<file path="src/rtl/core/epcal_pkg.sv">
`default_nettype none

package epcal_pkg;

  localparam logic [11:0] BASE_YEAR    = 12'd1970;
  localparam logic [31:0] DAY_SECS     = 32'd86400;
  localparam logic [31:0] HOUR_SECS    = 32'd3600;
  localparam logic [31:0] MIN_SECS     = 32'd60;
  localparam logic [31:0] YEAR_SECS    = 32'd365 * DAY_SECS;
  localparam logic [31:0] LEAP_SECS    = 32'd366 * DAY_SECS;
  localparam logic [3:0]  LAST_MONTH   = 4'd11;

  // 1970 taken modulo 4, 100 and 400
  localparam logic [1:0]  BASE_MOD4    = 2'd2;
  localparam logic [6:0]  BASE_MOD100  = 7'd70;
  localparam logic [8:0]  BASE_MOD400  = 9'd370;

  // restoring-division start bits: top quotient bit index of each split
  localparam logic [2:0]  DAY_TOP_BIT  = 3'd4;
  localparam logic [2:0]  HOUR_TOP_BIT = 3'd4;
  localparam logic [2:0]  MIN_TOP_BIT  = 3'd5;

  typedef enum logic [2:0] {
    ST_IDLE,
    ST_YEAR,
    ST_MONTH,
    ST_DAY,
    ST_HOUR,
    ST_MIN
  } state_t;

  // Length of a month in seconds.
  function automatic logic [31:0] month_secs(input logic [3:0] m, input logic leap);
    logic [31:0] days;
    case (m)
      4'd0, 4'd2, 4'd4, 4'd6, 4'd7, 4'd9, 4'd11: days = 32'd31;
      4'd3, 4'd5, 4'd8, 4'd10:                   days = 32'd30;
      4'd1:    days = leap ? 32'd29 : 32'd28;
      default: days = 32'd31;
    endcase
    return days * DAY_SECS;
  endfunction

endpackage

`default_nettype wire

</file>
<file path="src/rtl/core/epoch_seconds_to_calendar.sv">
// The year loop steps one year at a time while the remainder holds a whole year, and the
// month loop one month at a time, stopping at December; day, hour and minute then come from
// a restoring division, one quotient bit per cycle (5, 5 and 6 quotient bits).
// Input is accepted only in idle, so conversions do not overlap; a single compare-subtract unit
// does every step, and the last minute bit stalls while an earlier result waits on m_tready.
// Reset (rst, synchronous, active high) returns the sequencer to idle and drops any result.
`default_nettype none

module epoch_seconds_to_calendar (
  input  wire logic        clk,
  input  wire logic        rst,
  input  wire logic        s_tvalid,
  output logic             s_tready,
  input  wire logic [31:0] s_tdata,   // [31:0] epoch_seconds
  output logic             m_tvalid,
  input  wire logic        m_tready,
  output logic [39:0]      m_tdata    // year[11:0], month_index[15:12], day_of_month[20:16],
                                      // hour[25:21], minute[31:26], second[37:32], zero[39:38]
);

  epcal_pkg::state_t state, state_next;

  logic [31:0] rem, rem_next;
  logic [11:0] year, year_next;
  logic [1:0]  mod4, mod4_next;
  logic [6:0]  mod100, mod100_next;
  logic [8:0]  mod400, mod400_next;
  logic [3:0]  mon, mon_next;
  logic [2:0]  k, k_next;
  logic [4:0]  q, q_next;
  logic [4:0]  day, day_next;
  logic [4:0]  hour, hour_next;
  logic        out_valid, out_valid_next;
  logic [39:0] out_data, out_data_next;

  logic        leap;
  logic [31:0] span;
  logic        ge;
  logic [31:0] diff;
  logic [5:0]  q_shift;
  logic        out_free;

  assign leap = (mod400 == 9'd0) || ((mod100 != 7'd0) && (mod4 == 2'd0));

  // shared compare-subtract unit
  always_comb begin
    unique case (state)
      epcal_pkg::ST_YEAR:  span = leap ? epcal_pkg::LEAP_SECS : epcal_pkg::YEAR_SECS;
      epcal_pkg::ST_MONTH: span = epcal_pkg::month_secs(mon, leap);
      epcal_pkg::ST_DAY:   span = epcal_pkg::DAY_SECS << k;
      epcal_pkg::ST_HOUR:  span = epcal_pkg::HOUR_SECS << k;
      epcal_pkg::ST_MIN:   span = epcal_pkg::MIN_SECS << k;
      default:             span = epcal_pkg::DAY_SECS;
    endcase
  end

  assign ge      = rem >= span;
  assign diff    = rem - span;
  assign q_shift = {q, ge};
  assign out_free = !out_valid || m_tready;

  assign s_tready = (state == epcal_pkg::ST_IDLE);
  assign m_tvalid = out_valid;
  assign m_tdata  = out_data;

  always_comb begin
    state_next     = state;
    rem_next       = rem;
    year_next      = year;
    mod4_next      = mod4;
    mod100_next    = mod100;
    mod400_next    = mod400;
    mon_next       = mon;
    k_next         = k;
    q_next         = q;
    day_next       = day;
    hour_next      = hour;
    out_data_next  = out_data;
    out_valid_next = out_valid && !m_tready;

    unique case (state)
      epcal_pkg::ST_IDLE: begin
        if (s_tvalid) begin
          rem_next    = s_tdata;
          year_next   = epcal_pkg::BASE_YEAR;
          mod4_next   = epcal_pkg::BASE_MOD4;
          mod100_next = epcal_pkg::BASE_MOD100;
          mod400_next = epcal_pkg::BASE_MOD400;
          mon_next    = 4'd0;
          state_next  = epcal_pkg::ST_YEAR;
        end
      end
      epcal_pkg::ST_YEAR: begin
        if (ge) begin
          rem_next    = diff;
          year_next   = year + 12'd1;
          mod4_next   = mod4 + 2'd1;
          mod100_next = (mod100 == 7'd99) ? 7'd0 : mod100 + 7'd1;
          mod400_next = (mod400 == 9'd399) ? 9'd0 : mod400 + 9'd1;
        end else begin
          state_next = epcal_pkg::ST_MONTH;
        end
      end
      epcal_pkg::ST_MONTH: begin
        if (ge && (mon != epcal_pkg::LAST_MONTH)) begin
          rem_next = diff;
          mon_next = mon + 4'd1;
        end else begin
          k_next     = epcal_pkg::DAY_TOP_BIT;
          q_next     = 5'd0;
          state_next = epcal_pkg::ST_DAY;
        end
      end
      epcal_pkg::ST_DAY: begin
        if (ge) rem_next = diff;
        q_next = q_shift[4:0];
        k_next = k - 3'd1;
        if (k == 3'd0) begin
          day_next   = q_shift[4:0] + 5'd1;
          k_next     = epcal_pkg::HOUR_TOP_BIT;
          q_next     = 5'd0;
          state_next = epcal_pkg::ST_HOUR;
        end
      end
      epcal_pkg::ST_HOUR: begin
        if (ge) rem_next = diff;
        q_next = q_shift[4:0];
        k_next = k - 3'd1;
        if (k == 3'd0) begin
          hour_next  = q_shift[4:0];
          k_next     = epcal_pkg::MIN_TOP_BIT;
          q_next     = 5'd0;
          state_next = epcal_pkg::ST_MIN;
        end
      end
      epcal_pkg::ST_MIN: begin
        // last bit waits until the output register is free
        if ((k != 3'd0) || out_free) begin
          if (ge) rem_next = diff;
          q_next = q_shift[4:0];
          k_next = k - 3'd1;
          if (k == 3'd0) begin
            out_data_next  = {2'b00, (ge ? diff[5:0] : rem[5:0]), q_shift,
                              hour, day, mon, year};
            out_valid_next = 1'b1;
            state_next     = epcal_pkg::ST_IDLE;
          end
        end
      end
      default: state_next = epcal_pkg::ST_IDLE;
    endcase
  end

  always_ff @(posedge clk) begin
    if (rst) begin
      state     <= epcal_pkg::ST_IDLE;
      out_valid <= 1'b0;
    end else begin
      state     <= state_next;
      out_valid <= out_valid_next;
    end
  end

  always_ff @(posedge clk) begin
    rem      <= rem_next;
    year     <= year_next;
    mod4     <= mod4_next;
    mod100   <= mod100_next;
    mod400   <= mod400_next;
    mon      <= mon_next;
    k        <= k_next;
    q        <= q_next;
    day      <= day_next;
    hour     <= hour_next;
    out_data <= out_data_next;
  end

  // mod4 residue tracks the year counter
  a_mod4_track: assert property (@(posedge clk) disable iff (rst)
    (state != epcal_pkg::ST_IDLE) |-> (mod4 == year[1:0]))
    else $error("mod4 out of step with year");

  a_year_range: assert property (@(posedge clk) disable iff (rst)
    (state == epcal_pkg::ST_YEAR) |-> (year <= 12'd2106))
    else $error("year ran past 2106");

  a_month_range: assert property (@(posedge clk) disable iff (rst)
    (state == epcal_pkg::ST_MONTH) |-> (mon <= epcal_pkg::LAST_MONTH))
    else $error("month index out of range");

  a_day_rem: assert property (@(posedge clk) disable iff (rst)
    ((state == epcal_pkg::ST_DAY) && (k == epcal_pkg::DAY_TOP_BIT))
      |-> (rem < (32'd31 * epcal_pkg::DAY_SECS)))
    else $error("remainder exceeds one month after month stripping");

  a_finish_slot: assert property (@(posedge clk) disable iff (rst)
    ((state == epcal_pkg::ST_MIN) && (state_next == epcal_pkg::ST_IDLE))
      |-> (!out_valid || m_tready))
    else $error("result overwrote a pending transfer");

endmodule

`default_nettype wire

</file>
<file path="config.mk">
export PLATFORM = sky130hd
export DESIGN_NAME = epoch_seconds_to_calendar
export DESIGN_NICKNAME = d
export VERILOG_FILES = /design/src/rtl/core/epcal_pkg.sv /design/src/rtl/core/epoch_seconds_to_calendar.sv
export SDC_FILE = /design/constraint.sdc
export NUM_CORES = 1
export LEC_CHECK = 0
export ABC_CLOCK_PERIOD_IN_PS = 16600
export BUFFER_PORTS_ARGS = -buffer_cell sky130_fd_sc_hd__buf_2
export CAP_MARGIN = 20
export CORE_UTILIZATION = 42
export CTS_CLUSTER_DIAMETER = 80
export DETAILED_ROUTE_END_ITERATION = 10
export PLACE_DENSITY = 0.68
export SYNTH_ARGS = -nofsm -noshare
export SYNTH_HDL_FRONTEND = slang
export SYNTH_SLANG_ARGS = --single-unit
</file>
<file path="constraint.sdc">
create_clock -name clk -period 16.6 [get_ports clk]
set_input_delay 3.32 -clock clk [delete_from_list [all_inputs] [get_ports clk]]
set_output_delay 3.32 -clock clk [all_outputs]
set_load 0.02 [all_outputs]
</file>
==> impl_results.md, run 1 <==
- Most frequent CP cell: ha_1
- Post-Route Skew: 0.00663 ns
- Top delay family on crit path: compound AO/OA/AOI/OAI gates
- Post-CTS Setup Repair Bufs: 0
- Yosys cell types: 65
- Unrepaired setup endpoints after global routing: false
- Worst setup path start: state[2]$_SDFFE_PP0P_
- Metal2 WL: approximately 7600 um
- Highest routed layer: met4
- Tcrit/Tclk final: around a third
- Synth Flop Type: edfxtp_1
- Total power: approximately 1.5 mW
- Status: complete, no violations
- Design area: 0.00851 mm^2
- Crit path cell chain: ha_1, inv_1, a21oi_1, o21ai_0, a2111oi_0, ha_1, and3_1, nand3_1, nor3b_2, o311ai_1, a21o_1, a22oi_2, buf_4, inv_2, o21ai_4
- CTS Buf Count: 17
- Chip width: roughly 130 um
- WP data arrival: 5.51 ns
- Final Hold Viols: 0
- Setup crit end kind: flip-flop
- Number of global-route vias before repair: 5236
- # rows: 47
- Vias per inst: 5.53
- Clk Latency, worst-skew pair: 0.42 ns
- GRT Residual Overflow: 0
- First-pass GRT wire length: 26500 um
- Int Pwr: 0.923 mW
- Resized cells post-CTS: 0
- Met3 Routed Length: 997 um
- Core area: about 0.017 mm^2
- Syn avg cell area: 10.2 um^2
- Max Cap Viol: 0
- Seq/Total Area, Yosys: about half
- Power Dens Cells: 178 mW/mm^2
- Routed Antenna Nets: 0
- Fmax achieved: ~180 MHz
- Largest stage delay on the critical path: approximately 0.8 ns
- Bufs on Longest Clock Path: 2
- Die area: 0.0180 mm^2
- Drt drc: 0
- Switching part of the total: 38.9%
- H-tree level count: 4
- CTS tree: built
- Comb power frac: about 41%
- Synth warn: 0
- Leak: 3.16 nW
- Initial antenna violation count: 0
- Min-Delay Path Class: reg -> reg
- N_diodes: 0
- Starting Density: 43.7%
- DP Wirelength: around 12000 um
- Initial DRC count: 384
- Wirelength per Cell: 16.0 um
- Gr usage total: 18.8%
- Critical path peak fanout: 30
- DR pass1 iterations: 6
- Startpoint types: flip-flop
- Hold path start: q[4]$_SDFFCE_PN0P_
- Total Nets Final: 871
- R2r startpoint: state[2]$_SDFFE_PP0P_
- Min cycle time layout: approximately 5.5 ns
- Clock power share: between 20% and 30%
- Cell Area, Placed: 0.00794 mm^2
- Synth Instances: 717
- Drt total wl: roughly 16000 um
- Final TNS setup: 0 ns
- Post-synth EDFFs: ~120
- I/O pin total: between 70 and 80
- Setup violators final: 0
- PortBufs: 75
- Pre-CTS WS: approximately 11 ns
- Yosys reg bits: 126
- Share of cells above drive strength 1: around 16%
- Worst slew margin: 37.2%
- Worst setup margin: 11.13 ns
- RD Place Congestion: 0.956
- Slowest cell on crit path: dfxtp_1
- Part of the power in registers: 35.3%
- VDD IR max: 0.0000965 V
- Async set or reset register ratio after synthesis: 0%
- # hold bufs at CTS: 0
- M1 wire length: approximately 7600 um
- DIE HEIGHT: 134 um
- Worst endpoint required time: 16.64 ns
- Mapped Area: 0.00734 mm^2
- Total vias in the final route: 5653
- Slew Viols, Final: 0
- CTS sink count: 126
- Area Overhead vs Synth: 15.9%
- Setup CP Type: reg -> reg
- Filler instances: 1581
- Clk slew on worst S/H paths: 0.06 ns
- Bufs and invs on worst path: 3
- Largest net degree at the start of global routing: 50
- NetSw: 0.589 mW
- Slew @ Worst Pin: 0.938 ns
- Root Driver: clkbuf_16
==> kinds of logic after synthesis <==
logic type / Yosys count / synth area share, %
XOR/XNOR: 35 / 4.18
buffers and inverters: 57 / 3.12
AO/OA/AOI/OAI: 179 / 16.0
flip-flops: 126 / 51.0
adder cells (fa/ha/maj): 45 / 7.67
multiplexers: 3 / 0.409
AND/OR/NAND/NOR: 271 / 17.6
other: 1 / 0.0511
==> routing by layer <==
layer | global-route usage, % | up-vias
li1 | - | 2813
met1 | 25.9 | 2619
met2 | 29.6 | 207
met3 | 4.16 | 14
met4 | 5.74 | 0
met5 | 0 | -
==> flip-flops by register name (all words and copies together), names as in the netlist <==
signal and cells:
day 5, hour 5, k 3, m_tdata 38, m_tvalid 1, mod100 7, mod4 2, mod400 9
mon 4, q 5, rem 32, state 3, year 12
==> placed cells by master (no fill, tap or decap), drive strengths merged, types with 6 or more instances in the layout <==
cell type	synthesis	routed
or3	8	8
xnor2	17	17
o31ai	10	10
o21ai	53	53
and3	10	10
xor2	18	18
and2	8	8
edfxtp	122	122
nand3	37	37
a21oi	45	45
inv	26	31
nand2b	10	10
o22ai	6	6
nand4	6	6
ha	45	45
nor2	59	59
clkbuf	27	19
nor3	25	25
o211ai	7	7
buf	3	81
nor2b	10	10
o21a	10	10
nand2	88	88
==> synthesized netlist by cell type, types with 7 or more instances <==
library cell / count / area share, %
o31ai_1: 9 / 0.92
nor2_1: 59 / 3.0
nand2b_1: 10 / 0.85
nand2_1: 88 / 4.5
nor3_1: 24 / 1.6
nor2b_1: 10 / 0.85
o21a_1: 10 / 1.0
and3_1: 10 / 0.85
a21oi_1: 44 / 3.0
and2_1: 8 / 0.68
nand3_1: 37 / 2.5
inv_1: 24 / 1.2
xnor2_1: 17 / 2.0
ha_1: 45 / 7.7
edfxtp_1: 122 / 50
xor2_1: 18 / 2.1
clkbuf_1: 27 / 1.4
o21ai_0: 52 / 3.5
o211ai_1: 7 / 0.72
==> metrics by stage <==
step / std cells / util, % / hold WS [ns]
3_3_place_gp: 990 / 47.2 / 0.401
5_1_grt: 1023 / 50.6 / 0.420
3_5_place_dp: 990 / 47.2 / 0.405
4_1_cts: 1022 / 50.6 / 0.416
2_1_floorplan: 719 / - / 0.400
6_report: 1023 / 50.6 / 0.417
==> worst paths after layout <==
kind              cells after the start                      to  slack (ns)
setup / recovery                     15  year[11]$_SDFFCE_PN0P_       11.13
setup reg to reg                     15  year[11]$_SDFFCE_PN0P_       11.13
hold reg to reg                       0   m_tdata[31]$_DFFE_PP_        0.42
hold / removal                        0   m_tdata[31]$_DFFE_PP_        0.42
==> power by group through the flow <==
stage	sequential (mW)	clock [mW]	combinational (mW)
after global routing	0.544	0.373	0.702
after CTS	0.533	0.359	0.627
after detailed placement	0.539	0	0.620
final	0.534	0.352	0.626
after global placement	0.536	0	0.614
after floorplan	0.518	0	0.487
==> cell type report <==
class | count | area, um^2 | area share [%]
clock buffer | 18 | 429 | 5.04
clock inverter | 14 | 134 | 1.57
multi-input combinational | 536 | 3400 | 39.9
tap | 220 | 275 | 3.24
inverter | 27 | 101 | 1.19
sequential | 126 | 3740 | 44.0
timing repair buffer | 82 | 425 | 5.00
Note: power is estimated with default switching activity, not from simulation.
==> run 2, diff against run 1 <==
Settings changed: ABC_CLOCK_PERIOD_IN_PS 16600 to 4740, PLACE_DENSITY 0.68 to 0.71.
Clock period 16.6 ns to 4.74 ns, I/O delays scaled along.
==> impl_results.md, run 2 (synthesis results as in run 1) <==
- Wirelength per Cell: between 15 and 20 um
- Initial antenna violation count: 0
- Commonest non-fill, non-tap cell in the layout: edfxtp_1
- Setup CP Type: reg -> reg
- Slowest cell on crit path: edfxtp_1
- DR pass1 iterations: 5
- Hold path start: hour[2]$_DFFE_PP_
- Setup violators final: 0
- Setup slack, reg-to-reg: about 0.17 ns
- Startpoint types: flip-flop
- Filler instances: 1505
- Setup crit end kind: flip-flop
- I/O pin total: 78
- Util after Layout: between 50% and 60%
- Total Nets Final: 910
- Global-route met2 utilization: 31.5%
- VDD IR max: ~0.00042 V
- WP data arrival: around 4.7 ns
- Gr usage total: 19.1%
- Crit path cell chain: nor4_2, and4b_1, a21oi_2, o21ai_0, o21ai_0, o21a_1, inv_2, ha_1, nor2_2, a211oi_1, and3_1, ha_4, nand3_1, nor3_4, o311ai_4, a21o_1, a22oi_2, inv_4, a21oi_4, buf_12, clkbuf_16
- Top delay family on crit path: compound AO/OA/AOI/OAI gates
- Clk Latency, worst-skew pair: 0.42 ns
- Pre-CTS WS: 0.0000995 ns
- Max reg flops: 38
- Most frequent cells in the layout: 122 x edfxtp_1, 88 x nand2_1, 75 x buf_2
- # rows: 47
- Worst setup margin: ~0.17 ns
- Share of cells above drive strength 1: between 20% and 30%
- # hold bufs at CTS: 0
- Bufs on Longest Clock Path: 2
- GR Util met1: 24.1%
- DP Wirelength: 11800 um
- PortBufs: 75
- Worst slew margin: 40.9%
- Worst endpoint required time: a little under 5 ns
- Tcrit/Tclk final: 96.4%
- Max Cap Viol: 0
- Area Overhead vs Synth: 22.3%
- Die area: 0.0180 mm^2
- Core area: 0.0168 mm^2
- CTS Buf Count: 17
- First-pass GRT wire length: 27100 um
- Cells on worst reg2reg path: 21
- Met3 Track Usage GR: 4.38%
- Min-Delay Path Class: reg -> reg
- Starting Density: 43.7%
- Min cycle time layout: 4.57 ns
- Non-Filler Instances: between 1000 and 1500
- Slew @ Worst Pin: slightly below 0.9 ns
- Chip width: 134 um
- Final Hold Viols: 0
- Initial DRC count: between 400 and 500
- Most frequent CP cell: o21ai_0
- R2r startpoint: mod400[7]$_SDFFCE_PP0P_
- Largest stage delay on the critical path: 0.42 ns
- Critical path peak fanout: 7
- Most Crowded Layer GR: met2
- RD Place Congestion: 0.899
- DIE HEIGHT: 134 um
- WHS Endpoint: m_tdata[23]$_DFFE_PP_
- Routed Antenna Nets: 0
- Vias per inst: 5.61
- DP Cell Count: 1016
- Drt total wl: between 15000 and 20000 um
- Clk slew on worst S/H paths: approximately 0.060 ns
- H-tree level count: 4
- GRT Residual Overflow: 0
- Root Driver: clkbuf_16
- Hold Path Stages: 0
- Slew Viols, Final: 0
- Drt drc: 0
- Number of global-route vias before repair: 5658
- Power Dens Cells: 622 mW/mm^2
- FF-to-FF End: rem[12]$_DFFE_PP_
- CTS sink count: 126
- Status: complete, no violations
- Total vias in the final route: 5956
- Post-Route Skew: 0.00541 ns
- Final TNS setup: 0 ns
- Leak: 3.41 nW
- Largest net degree at the start of global routing: 50
- CTS tree: built
- Fmax achieved: 219 MHz
- N_diodes: 0
- Bufs and invs on worst path: 4
==> run 2: cell type report <==
class / count / area, um^2 / share of cell area, %
Clock buffer: 18 / 429 / 4.78
Multi-Input combinational cell: 536 / 3490 / 38.9
Sequential cell: 126 / 3740 / 41.7
Inverter: 27 / 104 / 1.16
Clock inverter: 14 / 141 / 1.57
Timing Repair Buffer: 121 / 798 / 8.89
Tap cell: 220 / 275 / 3.06
==> run 2: stage by stage <==
stage	hold slack, ns	total power [mW]	cell area, um^2
after floorplan	0.400	3.52	7360
final	0.420	5.59	8980
after CTS	0.421	5.45	8720
after global routing	0.424	5.96	8980
after detailed placement	0.406	4.13	8150
after global placement	0.402	4.08	8150
==> run 2: layer usage <==
metal  vias up  routed length [um]  part of all wire (%)
li1       2891                   -                     -
met1      2790                7420                    43
met2       243                8220                    48
met3        32                1250                   7.2
met4         0                 353                   2.0
met5         -                   0                     0
==> run 2: what timing repair did <==
action	4_1_cts	5_1_grt
setup endpoints to repair	3	76
setup buffers	0	11
resized for setup	1	21
gates cloned	0	3
pin swaps	0	11
==> run 2: worst max-delay path by stage <==
stage | startpoint | to | cells past startpoint
floorplan | mod400[4]$_SDFFCE_PN1P_ | rem[10]$_DFFE_PP_ | 20
global placement | mod400[0]$_SDFFCE_PP0P_ | k[1]$_SDFFCE_PP0P_ | 19
global route | mod400[0]$_SDFFCE_PP0P_ | mon[2]$_SDFFCE_PN0P_ | 23
CTS | mod400[2]$_SDFFCE_PP0P_ | rem[14]$_DFFE_PP_ | 20
finish | mod400[7]$_SDFFCE_PP0P_ | rem[12]$_DFFE_PP_ | 21
detailed placement | mod400[0]$_SDFFCE_PP0P_ | k[0]$_SDFFCE_PP0P_ | 19
==> run 2: worst reg2reg max path: cells and delay by family (launching register included) <==
family | cells | cell delay, ns
AOI/OAI and AO/OA | 9 | 1.50
and+or+nand+nor | 6 | 1.28
adders and majority gates | 2 | 0.55
buffers and inverters | 4 | 0.53
DFF | 1 | 0.42
==> run 2: report_power, final <==
group	total [mW]	internal [mW]	switching, mW
clock network	1.28	0.771	0.507
registers	1.83	1.64	0.186
logic	2.48	1.02	1.47
total	5.59	3.43	2.16
